$ cat src/rtl/pcxrle_pkg.sv
`timescale 1ns / 1ps
`default_nettype none
// ----------------------------------------------------------------------------
// pcxrle_pkg
// shared types and constants of the pcx run-length image decoder
// ----------------------------------------------------------------------------
package pcxrle_pkg;

  localparam int HEADER_LENGTH = 128;
  localparam int COORD_BITS    = 16;
  localparam int PLANES_OFFSET = 65;
  localparam int MAX_RUN       = 63;
  localparam int FIFO_DEPTH    = 4;

  localparam logic [15:0] COORD_MASK   = 16'((32'd1 << COORD_BITS) - 32'd1);
  localparam logic [7:0]  PCX_MAGIC    = 8'h0A;
  localparam logic [7:0]  PCX_VERSION  = 8'h05;
  localparam logic [7:0]  PCX_BPP      = 8'd8;
  localparam logic [7:0]  PCX_PLANES   = 8'd1;
  localparam logic [7:0]  THRESH_RESET = 8'd192;

  typedef enum logic [1:0] {
    STATUS_PIXEL      = 2'd0,
    STATUS_HEADER_OK  = 2'd1,
    STATUS_HEADER_BAD = 2'd2,
    STATUS_PLANES_BAD = 2'd3
  } status_t;

  // one command for the expander: count copies of the same result
  typedef struct packed {
    logic [7:0]  pixel_value;
    status_t     status;
    logic [16:0] image_width;
    logic [16:0] image_height;
    logic [15:0] origin_x;
    logic [15:0] origin_y;
    logic [5:0]  count;
    logic        image_last;
  } cmd_t;

endpackage : pcxrle_pkg
`default_nettype wire

$ cat src/rtl/pcxrle_front.sv
`timescale 1ns / 1ps
`default_nettype none
// ----------------------------------------------------------------------------
// pcxrle_front
// header parser and run classifier, one file byte per cycle while the command queue has room
// ----------------------------------------------------------------------------
module pcxrle_front (
  input  wire logic              clk,
  input  wire logic              rst,
  input  wire logic              cfg_valid,
  input  wire logic [7:0]        cfg_data,
  input  wire logic              byte_valid,
  output logic                   byte_ready,
  input  wire logic [7:0]        file_byte,
  input  wire logic              start_of_file,
  input  wire logic              q_full,
  output logic                   q_push,
  output pcxrle_pkg::cmd_t       q_data
);
  import pcxrle_pkg::*;

  typedef enum logic [2:0] {
    PH_IDLE, PH_HEADER, PH_HEADER_BAD, PH_DATA, PH_RUN, PH_DONE
  } phase_t;

  phase_t       phase, phase_next, eff_phase;
  logic [7:0]   byte_offset, byte_offset_next, off;
  logic [15:0]  header_words [4];
  logic [15:0]  word_next;
  logic         word_we;
  logic [1:0]   word_idx;
  logic [16:0]  img_w, img_h, ext_w, ext_h;
  logic [15:0]  xs, ys, xe, ye;
  logic [32:0]  pixels_remaining, pixels_next;
  logic [7:0]   pending_run_count, pending_next;
  logic [7:0]   run_thresh;
  logic         accept, bad;
  logic [5:0]   pend6, run_n;
  logic [33:0]  area;

  assign byte_ready = !q_full;
  assign accept     = byte_valid && byte_ready;

  assign xs = header_words[0] & COORD_MASK;
  assign ys = header_words[1] & COORD_MASK;
  assign xe = header_words[2] & COORD_MASK;
  assign ye = header_words[3] & COORD_MASK;
  assign ext_w = (xe >= xs) ? ({1'b0, xe} - {1'b0, xs} + 17'd1) : 17'd0;
  assign ext_h = (ye >= ys) ? ({1'b0, ye} - {1'b0, ys} + 17'd1) : 17'd0;
  assign area  = img_w * img_h;

  assign pend6 = (pending_run_count > 8'(MAX_RUN)) ? 6'(MAX_RUN) : pending_run_count[5:0];
  assign run_n = (pixels_remaining < 33'(pend6)) ? pixels_remaining[5:0] : pend6;

  always_comb begin
    eff_phase        = start_of_file ? PH_HEADER : phase;
    off              = start_of_file ? 8'd0 : byte_offset;
    phase_next       = phase;
    byte_offset_next = byte_offset;
    pixels_next      = pixels_remaining;
    pending_next     = pending_run_count;
    word_we          = 1'b0;
    word_idx         = off[2:1] - 2'd2;
    word_next        = header_words[word_idx];
    bad              = 1'b0;
    q_push           = 1'b0;
    q_data           = '0;
    q_data.count     = 6'd1;
    if (accept) begin
      unique case (eff_phase)
        PH_HEADER, PH_HEADER_BAD: begin
          byte_offset_next = off + 8'd1;
          bad = (eff_phase == PH_HEADER_BAD) ||
                (off == 8'd0 && file_byte != PCX_MAGIC) ||
                (off == 8'd1 && file_byte != PCX_VERSION) ||
                (off == 8'd3 && file_byte != PCX_BPP);
          phase_next = bad ? PH_HEADER_BAD : PH_HEADER;
          if (off >= 8'd4 && off < 8'd12) begin
            word_we = 1'b1;
            if (!off[0]) word_next = {header_words[word_idx][15:8], file_byte};
            else         word_next = {file_byte, header_words[word_idx][7:0]};
          end
          if (off == 8'd3 && bad) begin
            phase_next    = PH_DONE;
            q_push        = 1'b1;
            q_data.status = STATUS_HEADER_BAD;
          end else if (off == 8'(PLANES_OFFSET) && file_byte != PCX_PLANES) begin
            phase_next    = PH_DONE;
            q_push        = 1'b1;
            q_data.status = STATUS_PLANES_BAD;
          end else if (off == 8'(HEADER_LENGTH - 1)) begin
            pixels_next         = area[32:0];
            phase_next          = (img_w == 17'd0 || img_h == 17'd0) ? PH_DONE : PH_DATA;
            q_push              = 1'b1;
            q_data.status       = STATUS_HEADER_OK;
            q_data.image_width  = img_w;
            q_data.image_height = img_h;
            q_data.origin_x     = xs;
            q_data.origin_y     = ys;
          end
        end
        PH_DATA: begin
          if (file_byte > run_thresh) begin
            pending_next = file_byte - run_thresh;
            phase_next   = PH_RUN;
          end else begin
            pixels_next        = pixels_remaining - 33'd1;
            q_push             = 1'b1;
            q_data.pixel_value = file_byte;
            q_data.image_last  = (pixels_remaining == 33'd1);
            if (pixels_remaining == 33'd1) phase_next = PH_DONE;
          end
        end
        PH_RUN: begin
          pixels_next        = pixels_remaining - 33'(run_n);
          pending_next       = 8'd0;
          q_push             = 1'b1;
          q_data.pixel_value = file_byte;
          q_data.count       = run_n;
          q_data.image_last  = (pixels_remaining == 33'(run_n));
          phase_next         = (pixels_remaining == 33'(run_n)) ? PH_DONE : PH_DATA;
        end
        default: begin
        end
      endcase
    end
  end

  always_ff @(posedge clk) begin
    img_w <= ext_w;
    img_h <= ext_h;
    if (word_we) header_words[word_idx] <= word_next;
    if (rst) begin
      phase             <= PH_IDLE;
      byte_offset       <= 8'd0;
      pixels_remaining  <= '0;
      pending_run_count <= 8'd0;
      run_thresh        <= THRESH_RESET;
    end else begin
      phase             <= phase_next;
      byte_offset       <= byte_offset_next;
      pixels_remaining  <= pixels_next;
      pending_run_count <= pending_next;
      if (cfg_valid) run_thresh <= cfg_data;
    end
  end

`ifndef SYNTHESIS
  a_no_push_full: assert property (@(posedge clk) disable iff (rst)
    q_push |-> !q_full) else $error("push into full queue");
  a_run_nonzero: assert property (@(posedge clk) disable iff (rst)
    q_push |-> q_data.count != 6'd0) else $error("empty command");
  a_data_has_pixels: assert property (@(posedge clk) disable iff (rst)
    (phase == PH_DATA || phase == PH_RUN) |-> pixels_remaining != 33'd0)
    else $error("data phase with no pixels left");
`endif

endmodule : pcxrle_front
`default_nettype wire

$ cat src/rtl/pcxrle_cmd_fifo.sv
`timescale 1ns / 1ps
`default_nettype none
// ----------------------------------------------------------------------------
// pcxrle_cmd_fifo
// short command queue between parser and expander
// ----------------------------------------------------------------------------
module pcxrle_cmd_fifo (
  input  wire logic             clk,
  input  wire logic             rst,
  input  wire logic             push,
  input  pcxrle_pkg::cmd_t      push_data,
  output logic                  full,
  input  wire logic             pop,
  output pcxrle_pkg::cmd_t      head,
  output logic                  not_empty
);
  import pcxrle_pkg::*;

  localparam int PW = $clog2(FIFO_DEPTH);

  cmd_t            mem [FIFO_DEPTH];
  logic [PW-1:0]   wr_ptr, rd_ptr;
  logic [PW:0]     fill;

  assign full      = (fill == (PW+1)'(FIFO_DEPTH));
  assign not_empty = (fill != '0);
  assign head      = mem[rd_ptr];

  always_ff @(posedge clk) begin
    if (push) mem[wr_ptr] <= push_data;
    if (rst) begin
      wr_ptr <= '0;
      rd_ptr <= '0;
      fill   <= '0;
    end else begin
      if (push) wr_ptr <= wr_ptr + PW'(1);
      if (pop)  rd_ptr <= rd_ptr + PW'(1);
      fill <= fill + (PW+1)'(push) - (PW+1)'(pop);
    end
  end

`ifndef SYNTHESIS
  a_no_underflow: assert property (@(posedge clk) disable iff (rst)
    pop |-> not_empty) else $error("pop from empty queue");
  a_fill_bound: assert property (@(posedge clk) disable iff (rst)
    fill <= (PW+1)'(FIFO_DEPTH)) else $error("queue overfilled");
  a_fill_track: assert property (@(posedge clk) disable iff (rst)
    (push && !pop && !full) |=> fill == $past(fill) + (PW+1)'(1))
    else $error("fill count lost a push");
`endif

endmodule : pcxrle_cmd_fifo
`default_nettype wire

$ cat src/rtl/pcxrle_back.sv
`timescale 1ns / 1ps
`default_nettype none
// ----------------------------------------------------------------------------
// pcxrle_back
// run expander: turns each queued command into its result transfers
// ----------------------------------------------------------------------------
module pcxrle_back (
  input  wire logic             clk,
  input  wire logic             rst,
  input  wire logic             q_valid,
  input  pcxrle_pkg::cmd_t      q_head,
  output logic                  q_pop,
  output logic                  res_valid,
  input  wire logic             res_ready,
  output pcxrle_pkg::cmd_t      res,
  output logic                  res_run_last,
  output logic                  res_image_last
);
  import pcxrle_pkg::*;

  cmd_t        active;
  logic        active_valid;
  logic [5:0]  count;
  logic        fire, last_one;

  assign fire           = active_valid && res_ready;
  assign last_one       = (count == 6'd1);
  assign q_pop          = q_valid && (!active_valid || (fire && last_one));
  assign res_valid      = active_valid;
  assign res            = active;
  assign res_run_last   = last_one;
  assign res_image_last = active.image_last && last_one;

  always_ff @(posedge clk) begin
    if (q_pop) active <= q_head;
    if (rst) begin
      active_valid <= 1'b0;
      count        <= 6'd0;
    end else if (q_pop) begin
      active_valid <= 1'b1;
      count        <= q_head.count;
    end else if (fire) begin
      if (last_one) active_valid <= 1'b0;
      count <= count - 6'd1;
    end
  end

`ifndef SYNTHESIS
  a_count_live: assert property (@(posedge clk) disable iff (rst)
    active_valid |-> count != 6'd0) else $error("active command with no results");
  a_image_last_ends_run: assert property (@(posedge clk) disable iff (rst)
    res_image_last |-> res_run_last) else $error("image end inside a run");
  a_hold_on_stall: assert property (@(posedge clk) disable iff (rst)
    (res_valid && !res_ready) |=> res_valid && $stable(count))
    else $error("expander moved while stalled");
`endif

endmodule : pcxrle_back
`default_nettype wire

$ cat src/rtl/pcx_rle_image_decoder_top.sv
`timescale 1ns / 1ps
`default_nettype none
// ----------------------------------------------------------------------------
// pcx_rle_image_decoder_top
// 8-bit pcx run-length image decoder
//
// s_axis carries the file one byte per transfer; s_axis_tuser marks byte zero
// of a new file and restarts the parser. m_axis gives one result per
// transfer: a header status (accepted, invalid, not single plane) with image
// size and origin, then the decoded pixels. tlast ends the results of one
// input byte, tuser[2] flags the final pixel of the image.
// cfg writes the run threshold (reset 192); cfg_ready is always high and
// writes are expected only while the decoder is idle.
// A result passes through the command queue and the expander's active
// register before it is presented. Throughput: one byte per cycle while the
// queue has room; a run of n pixels holds the expander for n results while
// the parser keeps taking bytes until the four-entry command queue fills.
// Reset clears the parser, queue and expander; bytes before a file start are
// ignored. When m_axis stalls the result holds and s_axis backs up once the
// queue is full.
// ----------------------------------------------------------------------------
module pcx_rle_image_decoder_top (
  input  wire logic        clk,
  input  wire logic        rst,
  input  wire logic        cfg_valid,
  output logic             cfg_ready,
  input  wire logic [7:0]  cfg_data,       // run threshold
  input  wire logic        s_axis_tvalid,
  output logic             s_axis_tready,
  input  wire logic [7:0]  s_axis_tdata,   // file_byte
  input  wire logic        s_axis_tuser,   // start_of_file
  output logic             m_axis_tvalid,
  input  wire logic        m_axis_tready,
  output logic [79:0]      m_axis_tdata,   // pixel_value, image_width, image_height, origin_x, origin_y, pad
  output logic [2:0]       m_axis_tuser,   // status, image_last
  output logic             m_axis_tlast    // run_last
);
  import pcxrle_pkg::*;

  cmd_t  push_data, head, res;
  logic  push, full, pop, not_empty, run_last, image_last;

  assign cfg_ready = 1'b1;

  pcxrle_front u_front (
    .clk           (clk),
    .rst           (rst),
    .cfg_valid     (cfg_valid),
    .cfg_data      (cfg_data),
    .byte_valid    (s_axis_tvalid),
    .byte_ready    (s_axis_tready),
    .file_byte     (s_axis_tdata),
    .start_of_file (s_axis_tuser),
    .q_full        (full),
    .q_push        (push),
    .q_data        (push_data)
  );

  pcxrle_cmd_fifo u_fifo (
    .clk       (clk),
    .rst       (rst),
    .push      (push),
    .push_data (push_data),
    .full      (full),
    .pop       (pop),
    .head      (head),
    .not_empty (not_empty)
  );

  pcxrle_back u_back (
    .clk            (clk),
    .rst            (rst),
    .q_valid        (not_empty),
    .q_head         (head),
    .q_pop          (pop),
    .res_valid      (m_axis_tvalid),
    .res_ready      (m_axis_tready),
    .res            (res),
    .res_run_last   (run_last),
    .res_image_last (image_last)
  );

  assign m_axis_tdata = {6'd0, res.origin_y, res.origin_x, res.image_height,
                         res.image_width, res.pixel_value};
  assign m_axis_tuser = {image_last, res.status};
  assign m_axis_tlast = run_last;

endmodule : pcx_rle_image_decoder_top
`default_nettype wire
$ cat config.mk
export PLATFORM = sky130hd
export DESIGN_NAME = pcx_rle_image_decoder_top
export DESIGN_NICKNAME = d
export VERILOG_FILES = /design/src/rtl/pcxrle_pkg.sv /design/src/rtl/pcxrle_front.sv /design/src/rtl/pcxrle_cmd_fifo.sv /design/src/rtl/pcxrle_back.sv /design/src/rtl/pcx_rle_image_decoder_top.sv
export SDC_FILE = /design/constraint.sdc
export NUM_CORES = 2
export LEC_CHECK = 0
export BUFFER_PORTS_ARGS = -buffer_cell sky130_fd_sc_hd__buf_2
export CAP_MARGIN = 10
export CELL_PAD_IN_SITES_DETAIL_PLACEMENT = 0
export CELL_PAD_IN_SITES_GLOBAL_PLACEMENT = 1
export CORE_MARGIN = 5
export CORE_UTILIZATION = 47
export CTS_CLUSTER_DIAMETER = 30
export DETAILED_ROUTE_END_ITERATION = 16
export PLACE_DENSITY_LB_ADDON = 0.25
export SYNTH_ARGS = -nofsm -noshare
export SYNTH_HDL_FRONTEND = slang
export SYNTH_SLANG_ARGS = --single-unit
export TNS_END_PERCENT = 20
$ cat constraint.sdc
create_clock -name clk -period 5.75 [get_ports clk]
set_clock_uncertainty 0.05 [all_clocks]
set_input_delay 0.575 -clock clk [delete_from_list [all_inputs] [get_ports clk]]
set_output_delay 0.575 -clock clk [all_outputs]
set_load 0.05 [all_outputs]
* Yosys cells after proc, flatten, opt, wreduce, memory -nomap -nowiden
Memory sizes are Yosys's and may differ from the RTL's. A register that Yosys moved wholly into a read port is not among the register bits.
Cells that the tools add are included.
** Word-level totals
- Register bits after elaboration :: 185
- Memory bits (writable) :: 396
- Input bits :: 22
- Output and inout bits :: 87
- Word-level logic and storage cells :: 163
- Memories :: 2
** Memory list
- u_fifo.mem :: depth 4, bits a word 83, read ports 1, clocked after memory_dff 1, write ports 1, line pcxrle_cmd_fifo.sv:21 : cmd_t mem [FIFO_DEPTH];
- u_front.header_words :: depth 4, bits a word 16, read ports 4, clocked after memory_dff 0, write ports 1, line pcxrle_front.sv:28 : logic [15:0] header_words [4];
** Cells by class
- Add/subtract/negate cells :: 14
- Multipliers :: 1
- Order comparisons :: 7
- Equality and inequality tests :: 30
- Mux-type cells :: 56
- Reduce and logical (&&, ||, !) cells :: 34
** Operators by type and width (count)
- 33-bit two-way mux :: 4
- 66-bit two-way mux :: 2
- 33-bit case mux with 3 select lines :: 1
- 83-bit two-way mux :: 1
- 68-bit two-way mux :: 1
- 67-bit two-way mux :: 1
- 16-bit two-way mux :: 4
- 17-bit by 1-bit adder with 17-bit output (second input constant) :: 2
- 17-bit zero test :: 2
- 16-bit by 16-bit subtractor with 17-bit output :: 2
- 33-bit by 1-bit equality test with 1-bit output (second input constant) :: 1
- 33-bit by 6-bit equality test with 1-bit output :: 1
- 33-bit by 6-bit < comparator with 1-bit output :: 1
- 17-bit by 17-bit multiplier with 33-bit output :: 1
- 33-bit by 1-bit subtractor with 33-bit output (second input constant) :: 1
- 33-bit by 6-bit subtractor with 33-bit output :: 1
- 16-bit >= comparator :: 2
- 8-bit case mux with 2 select lines :: 2
- 6-bit two-way mux :: 5
- 3-bit two-way mux :: 8
- 8-bit two-way mux :: 3
- 8-bit by 7-bit equality test with 1-bit output (second input constant) :: 2
- 1-bit two-way mux :: 16
- 8-bit by 4-bit != test with 1-bit output (second input constant) :: 2
- other kinds (40) :: 76

* Longest topological paths before layout
- Word-level depth :: 12
- Gate-level depth with buffers :: 24
- Gate-level depth less buffers :: 23

* Modules after synthesis
From an unflattened synthesis, not the netlist that was laid out.
** Unflattened totals
- Cell total of the unflattened synthesis :: 2994
- Area, all modules :: 35656.7 um^2
** Modules (own cells, without submodules)
- pcxrle_front :: instances 1, cells each 2369, area an instance 20173.1 um^2, sequential area each 3803.6 um^2
- pcxrle_cmd_fifo :: instances 1, cells each 475, area an instance 12418.2 um^2, sequential area each 10149.7 um^2
- pcxrle_back :: instances 1, cells each 140, area an instance 2997.9 um^2, sequential area each 2632.5 um^2
- pcx_rle_image_decoder_top :: instances 1, cells each 10, area an instance 67.6 um^2, sequential area each 0.0 um^2

* Worst setup path after synthesis
No wires, ideal clock.
- Kind :: reg-to-reg
- From :: reg u_front.img_w[9]
- To :: reg u_front.pixels_remaining[26]
- Library setup time :: 0.120 ns
- Arrival time :: 6.156 ns
- Data required time :: 5.580 ns
- Setup slack :: -0.576 ns
- Cell stages (with the launch flop) :: 23
- Path buffers :: 2
- Clock period less this slack :: 6.326 ns
- Cell sequence :: dfxtp_1 clkbuf_1 clkbuf_1 nand2_1 fa_1 fa_1 fa_1 inv_1 fa_1 fa_1 inv_1 fa_1 inv_1 ha_1 a21o_1 a21o_1 a21oi_1 a21oi_1 or4_1 and3_1 mux2i_1 a21oi_1 o31a_1
** On the way
- Word-level cells in the longest chain between the ends :: 5
** RTL lines
- start: declaration :: line pcxrle_front.sv:32 : logic [16:0] img_w, img_h, ext_w, ext_h;
- start signal: assignment :: line pcxrle_front.sv:130 : img_w <= ext_w;
- 17-bit by 17-bit multiplier with 33-bit output :: line pcxrle_front.sv:50 : assign area = img_w * img_h;
- 33-bit two-way mux :: line pcxrle_front.sv:91 : end else if (off == 8'(HEADER_LENGTH - 1)) begin
- 33-bit two-way mux :: line pcxrle_front.sv:87 : end else if (off == 8'(PLANES_OFFSET) && file_byte != PCX_PLANES) begin
- 33-bit two-way mux :: line pcxrle_front.sv:83 : if (off == 8'd3 && bad) begin
- 33-bit case mux with 3 select lines :: line pcxrle_front.sv:70 : unique case (eff_phase)
- end signal: assignment :: line pcxrle_front.sv:142 : pixels_remaining <= pixels_next;
- end: declaration :: line pcxrle_front.sv:34 : logic [32:0] pixels_remaining, pixels_next;
Every way passes these cells. The select of a mux whose other input is x is not followed.
A chain may end at the register's enable or synchronous reset.

* Final worst setup path
- From :: reg u_front.img_w[12]
- To :: reg u_front.pixels_remaining[21]
The elaborated chain is that of the path after synthesis.

==> flow_metrics.py <==
metrics = {
    "global_route": {
        "grt_pass1_wl_mm": 141,
        "grt_usage_pct": 21.6,
        "grt_pass1_vias": 25200,
        "antenna_found_initial": 0,
        "grt.overflow.total": 0,
        "grt_max_degree": 78,
    },
    "worst_setup_path": {
        "worst_path_most_repeated_cell": "fa_1",
        "arrival_ns": 6.72,
        "crit_type": "reg -> reg",
        "crit_fanout": 5,
        "path_cells": "buf_4, nand2_1, fa_1, fa_1, fa_1, inv_1, fa_1, fa_1, inv_1, fa_1, inv_2, ha_4, o21ai_1, o211ai_1, a221o_1, buf_4, o21a_1, o21a_1, nor2_2, xnor2_2, a2111oi_4, a2111oi_2",
        "critPathSlowestCell": "fa_1",
        "endpoint_kind": "flop",
        "start_kind": "flop",
        "required_ns": 6.21,
        "slowest_delay_ns": 0.56,
    },
    "placement": {
        "routabilityCongestion": 0.898,
        "port_buffers": 101,
        "place_hpwl_mm": 63.9,
        "post_dp_cell_area_um2": 38500,
        "place_inst": 4207,
    },
    "finish": {
        "n_antenna_cell": 0,
        "syn_to_final_growth_pct": 20.8,
        "stdcell_count": 4449,
        "finalInstanceArea_um2": 43600,
        "layout.nets": 3779,
        "drive_gt1_share_pct": 23.0,
        "num-fill-cells": 6220,
    },
    "status": {
        "violations": "negative setup slack",
        "outcome": "complete, but fails checks",
    },
    "clock_tree": {
        "cts_tree": "built",
        "clkTransAtPathRegs_ns": 0.05,
        "cts-htree-levels": 3,
        "clk_latency_ns": 0.70,
        "root_buffer": "clkbuf_16",
        "numCtsBuffers": 119,
        "cts.sinks": 583,
        "clk_path_buf_depth": 3,
    },
    "yosys": {
        "synth_area_per_cell_um2": 11.6,
        "netlist_top_cells_count": "473 x edfxtp_1, 396 x inv_1, 254 x nand2_1, 242 x fa_1, 202 x ha_1",
        "synthMuxAreaShare_pct": 5.89,
        "async_flop_share_pct": 0,
        "synth_area_leaders": "edfxtp_1 39%, fa_1 13%, ha_1 7.0%",
        "synth_edf_count": 473,
        "yosysMostFrequentCell": "edfxtp_1",
        "synth_top_area_share_pct": 39.4,
        "ys_ff_latch": 583,
        "synth_top_family_by_area": "adder cells",
        "synthFlopType": "edfxtp_1",
        "netlist_area_um2": 36100,
        "synth_compound_area_share_pct": 6.82,
        "synth_top_area_cell": "edfxtp_1",
        "yosys.area_share.simple_pct": 12.2,
        "synthAdderAreaFrac_pct": 20.4,
        "synthXorXnorAreaFrac_pct": 1.68,
        "yosys_warnings": 0,
        "seq_area_frac_synth_pct": 45.5,
        "synthDistinctLibCells": 92,
        "synthCells": 3103,
    },
    "routing": {
        "via_per_inst": 5.33,
        "drtAntennaViolNets": 0,
        "drt_drc_violations_left": 0,
        "num_vias": 23700,
        "drt_wl_total_mm": 87.6,
        "drt_first_pass_iters": 6,
        "routedWlPerCell_um": 19.7,
        "drt_iter0_drc": 1482,
    },
    "floorplanning": {
        "ios": 109,
        "dieArea_um2": 82400,
        "core_um2": 76100,
        "die_y_um": 287,
        "die_w_um": 287,
        "start_util_pct": 47.4,
        "rows": 101,
    },
    "timing": {
        "hold_viol": 0,
        "setup_violations": 18,
        "setup_ws_ns": -0.507,
        "period_needed_ns": 6.26,
        "worst_pin_slew_ns": 1.19,
        "rsz0062_at_grt": "yes",
        "relSlewSlack_pct": 19.8,
        "finalCritPeriodShare_pct": 109,
        "holdWs_ns": 0.0772,
        "fmax_ghz": 0.160,
        "slew_violations": 0,
    },
    "run": {
        "max_cap_viol_count": 0,
    },
    "power_and_ir_drop": {
        "p_clk_share_pct": 48.1,
        "p_seq_share_pct": 33.1,
        "p_sw_share_pct": 29.9,
        "power_density_nw_per_um2": 357,
        "switching_power_mw": 4.65,
        "intPower_mw": 10.9,
        "pwr-share-comb_pct": 18.9,
        "vdd_ir_drop_max_mv": 0.419,
        "leakagePower_nw": 18.2,
    },
    "min_path": {
        "hold_path_class": "in -> reg",
    },
}
metal layers:
layer | up-vias | track usage, % | wire (um)
met5 | - | 0 | 0
met1 | 12000 | 29.2 | 38100
met3 | 129 | 4.24 | 4880
met4 | 0 | 6.03 | 2040
met2 | 608 | 36.0 | 42500
li1 | 11000 | - | -
power groups by stage:
stage	Clock [mW]	Combinational, mW	Sequential, mW
6_report	7.49	2.94	5.15
5_1_grt	7.84	3.13	5.18
4_1_cts	7.60	2.97	5.16
3_5_place_dp	0	2.95	5.24
3_3_place_gp	0	2.94	5.23
2_1_floorplan	0	2.61	5.18
sequential cells by signal (all words and copies together) (netlist names), named ones only:
| register | count |
|---|---|
| u_fifo.mem | 332 |
| u_back.res | 77 |
| u_front.byte_offset | 8 |
| u_front.pixels_remaining | 33 |
| u_back.res_valid | 1 |
| u_front.run_thresh | 8 |
| u_front.img_h | 17 |
| u_front.img_w | 17 |
| u_fifo.fill | 3 |
| u_fifo.wr_ptr | 2 |
| u_front.pending_run_count | 8 |
| u_front.header_words | 64 |
| u_fifo.rd_ptr | 2 |
| u_front.phase | 3 |
| u_back.count | 6 |
timing repair:
item | 4_1_cts | 5_1_grt
setup buffers | 6 | 13
pin swaps | 60 | 54
gates resized for setup | 72 | 66
hold buffers | 0 | 0
setup endpoints to repair | 21 | 23
path summary, 6_finish.rpt:
kind | startpoint | endpoint | slack, ns | cells past startpoint
min | cfg_data[4] | u_front.run_thresh[4] | 0.08 | 3
max | u_front.img_w[12] | u_front.pixels_remaining[21] | -0.51 | 22
min reg2reg | u_front.pending_run_count[1] | u_front.pending_run_count[1] | 0.42 | 2
max reg2reg | u_front.img_w[12] | u_front.pixels_remaining[21] | -0.51 | 22
critical path: cells and delay by family, from the launching register on:
kind | cells | cell delay [ns]
AOI/OAI and AO/OA | 7 | 1.40
and+or+nand+nor | 2 | 0.22
buffers and inverters | 5 | 0.53
DFF | 1 | 0.49
adders and majority gates | 7 | 3.27
xor gates and xnor gates | 1 | 0.18
final cells by class:
cell class	count	area [um2]	area share, %
clock buffer	140	3220	7.39
timing repair buffer	312	2250	5.15
tap	1030	1290	2.96
sequential	583	16500	37.8
clock inverter	87	1270	2.92
inverter	397	1490	3.42
multi-input combinational	1900	17600	40.3
logic make-up (layout without fill, tap and decap cells):
kind of cell             count (synthesis)  in the layout
other                                    2              7
flip-flops                             583            583
XOR/XNOR                                69             69
AO/OA/AOI/OAI                          389            389
buffers and inverters                  625            936
adder cells (fa/ha/maj)                444            444
AND/OR/NAND/NOR                        885            885
multiplexers                           106            106
through the flow:
step	total power, mW	setup TNS [ns]	utilization (%)	setup slack, ns
6_report	15.6	-4.65	57.3	-0.507
5_1_grt	16.2	-8.77	57.3	-0.720
4_1_cts	15.7	-4.87	56.8	-0.477
3_5_place_dp	8.19	-7.60	50.6	-0.624
3_3_place_gp	8.18	-6.86	50.6	-0.555
2_1_floorplan	7.79	-0.104	-	-0.0498
cell usage in the layout, fill, tap and decap left out, types with 17 or more instances in the layout:
cell type | netlist | routed
buf_2 | 7 | 101
nand2b_1 | 19 | 18
mux2i_1 | 17 | 17
a21o_1 | 20 | 20
dfxtp_1 | 110 | 82
ha_1 | 202 | 184
clkbuf_16 | 0 | 122
xnor2_1 | 44 | 41
inv_2 | 0 | 19
nand2_1 | 254 | 250
dfxtp_4 | 0 | 18
a31oi_1 | 22 | 22
nand3_1 | 26 | 24
clkinv_2 | 0 | 21
buf_4 | 85 | 189
fa_1 | 242 | 236
nor3_1 | 70 | 70
nand4_1 | 18 | 18
nor4_1 | 17 | 17
a211oi_1 | 23 | 20
mux4_2 | 83 | 83
inv_1 | 396 | 377
xor2_1 | 25 | 23
and2_1 | 188 | 175
bufinv_16 | 0 | 24
o21ai_0 | 92 | 82
edfxtp_1 | 473 | 473
nor2_1 | 196 | 195
nor2b_1 | 17 | 17
a21oi_1 | 111 | 102
Note: power is estimated with default switching activity, not from simulation.
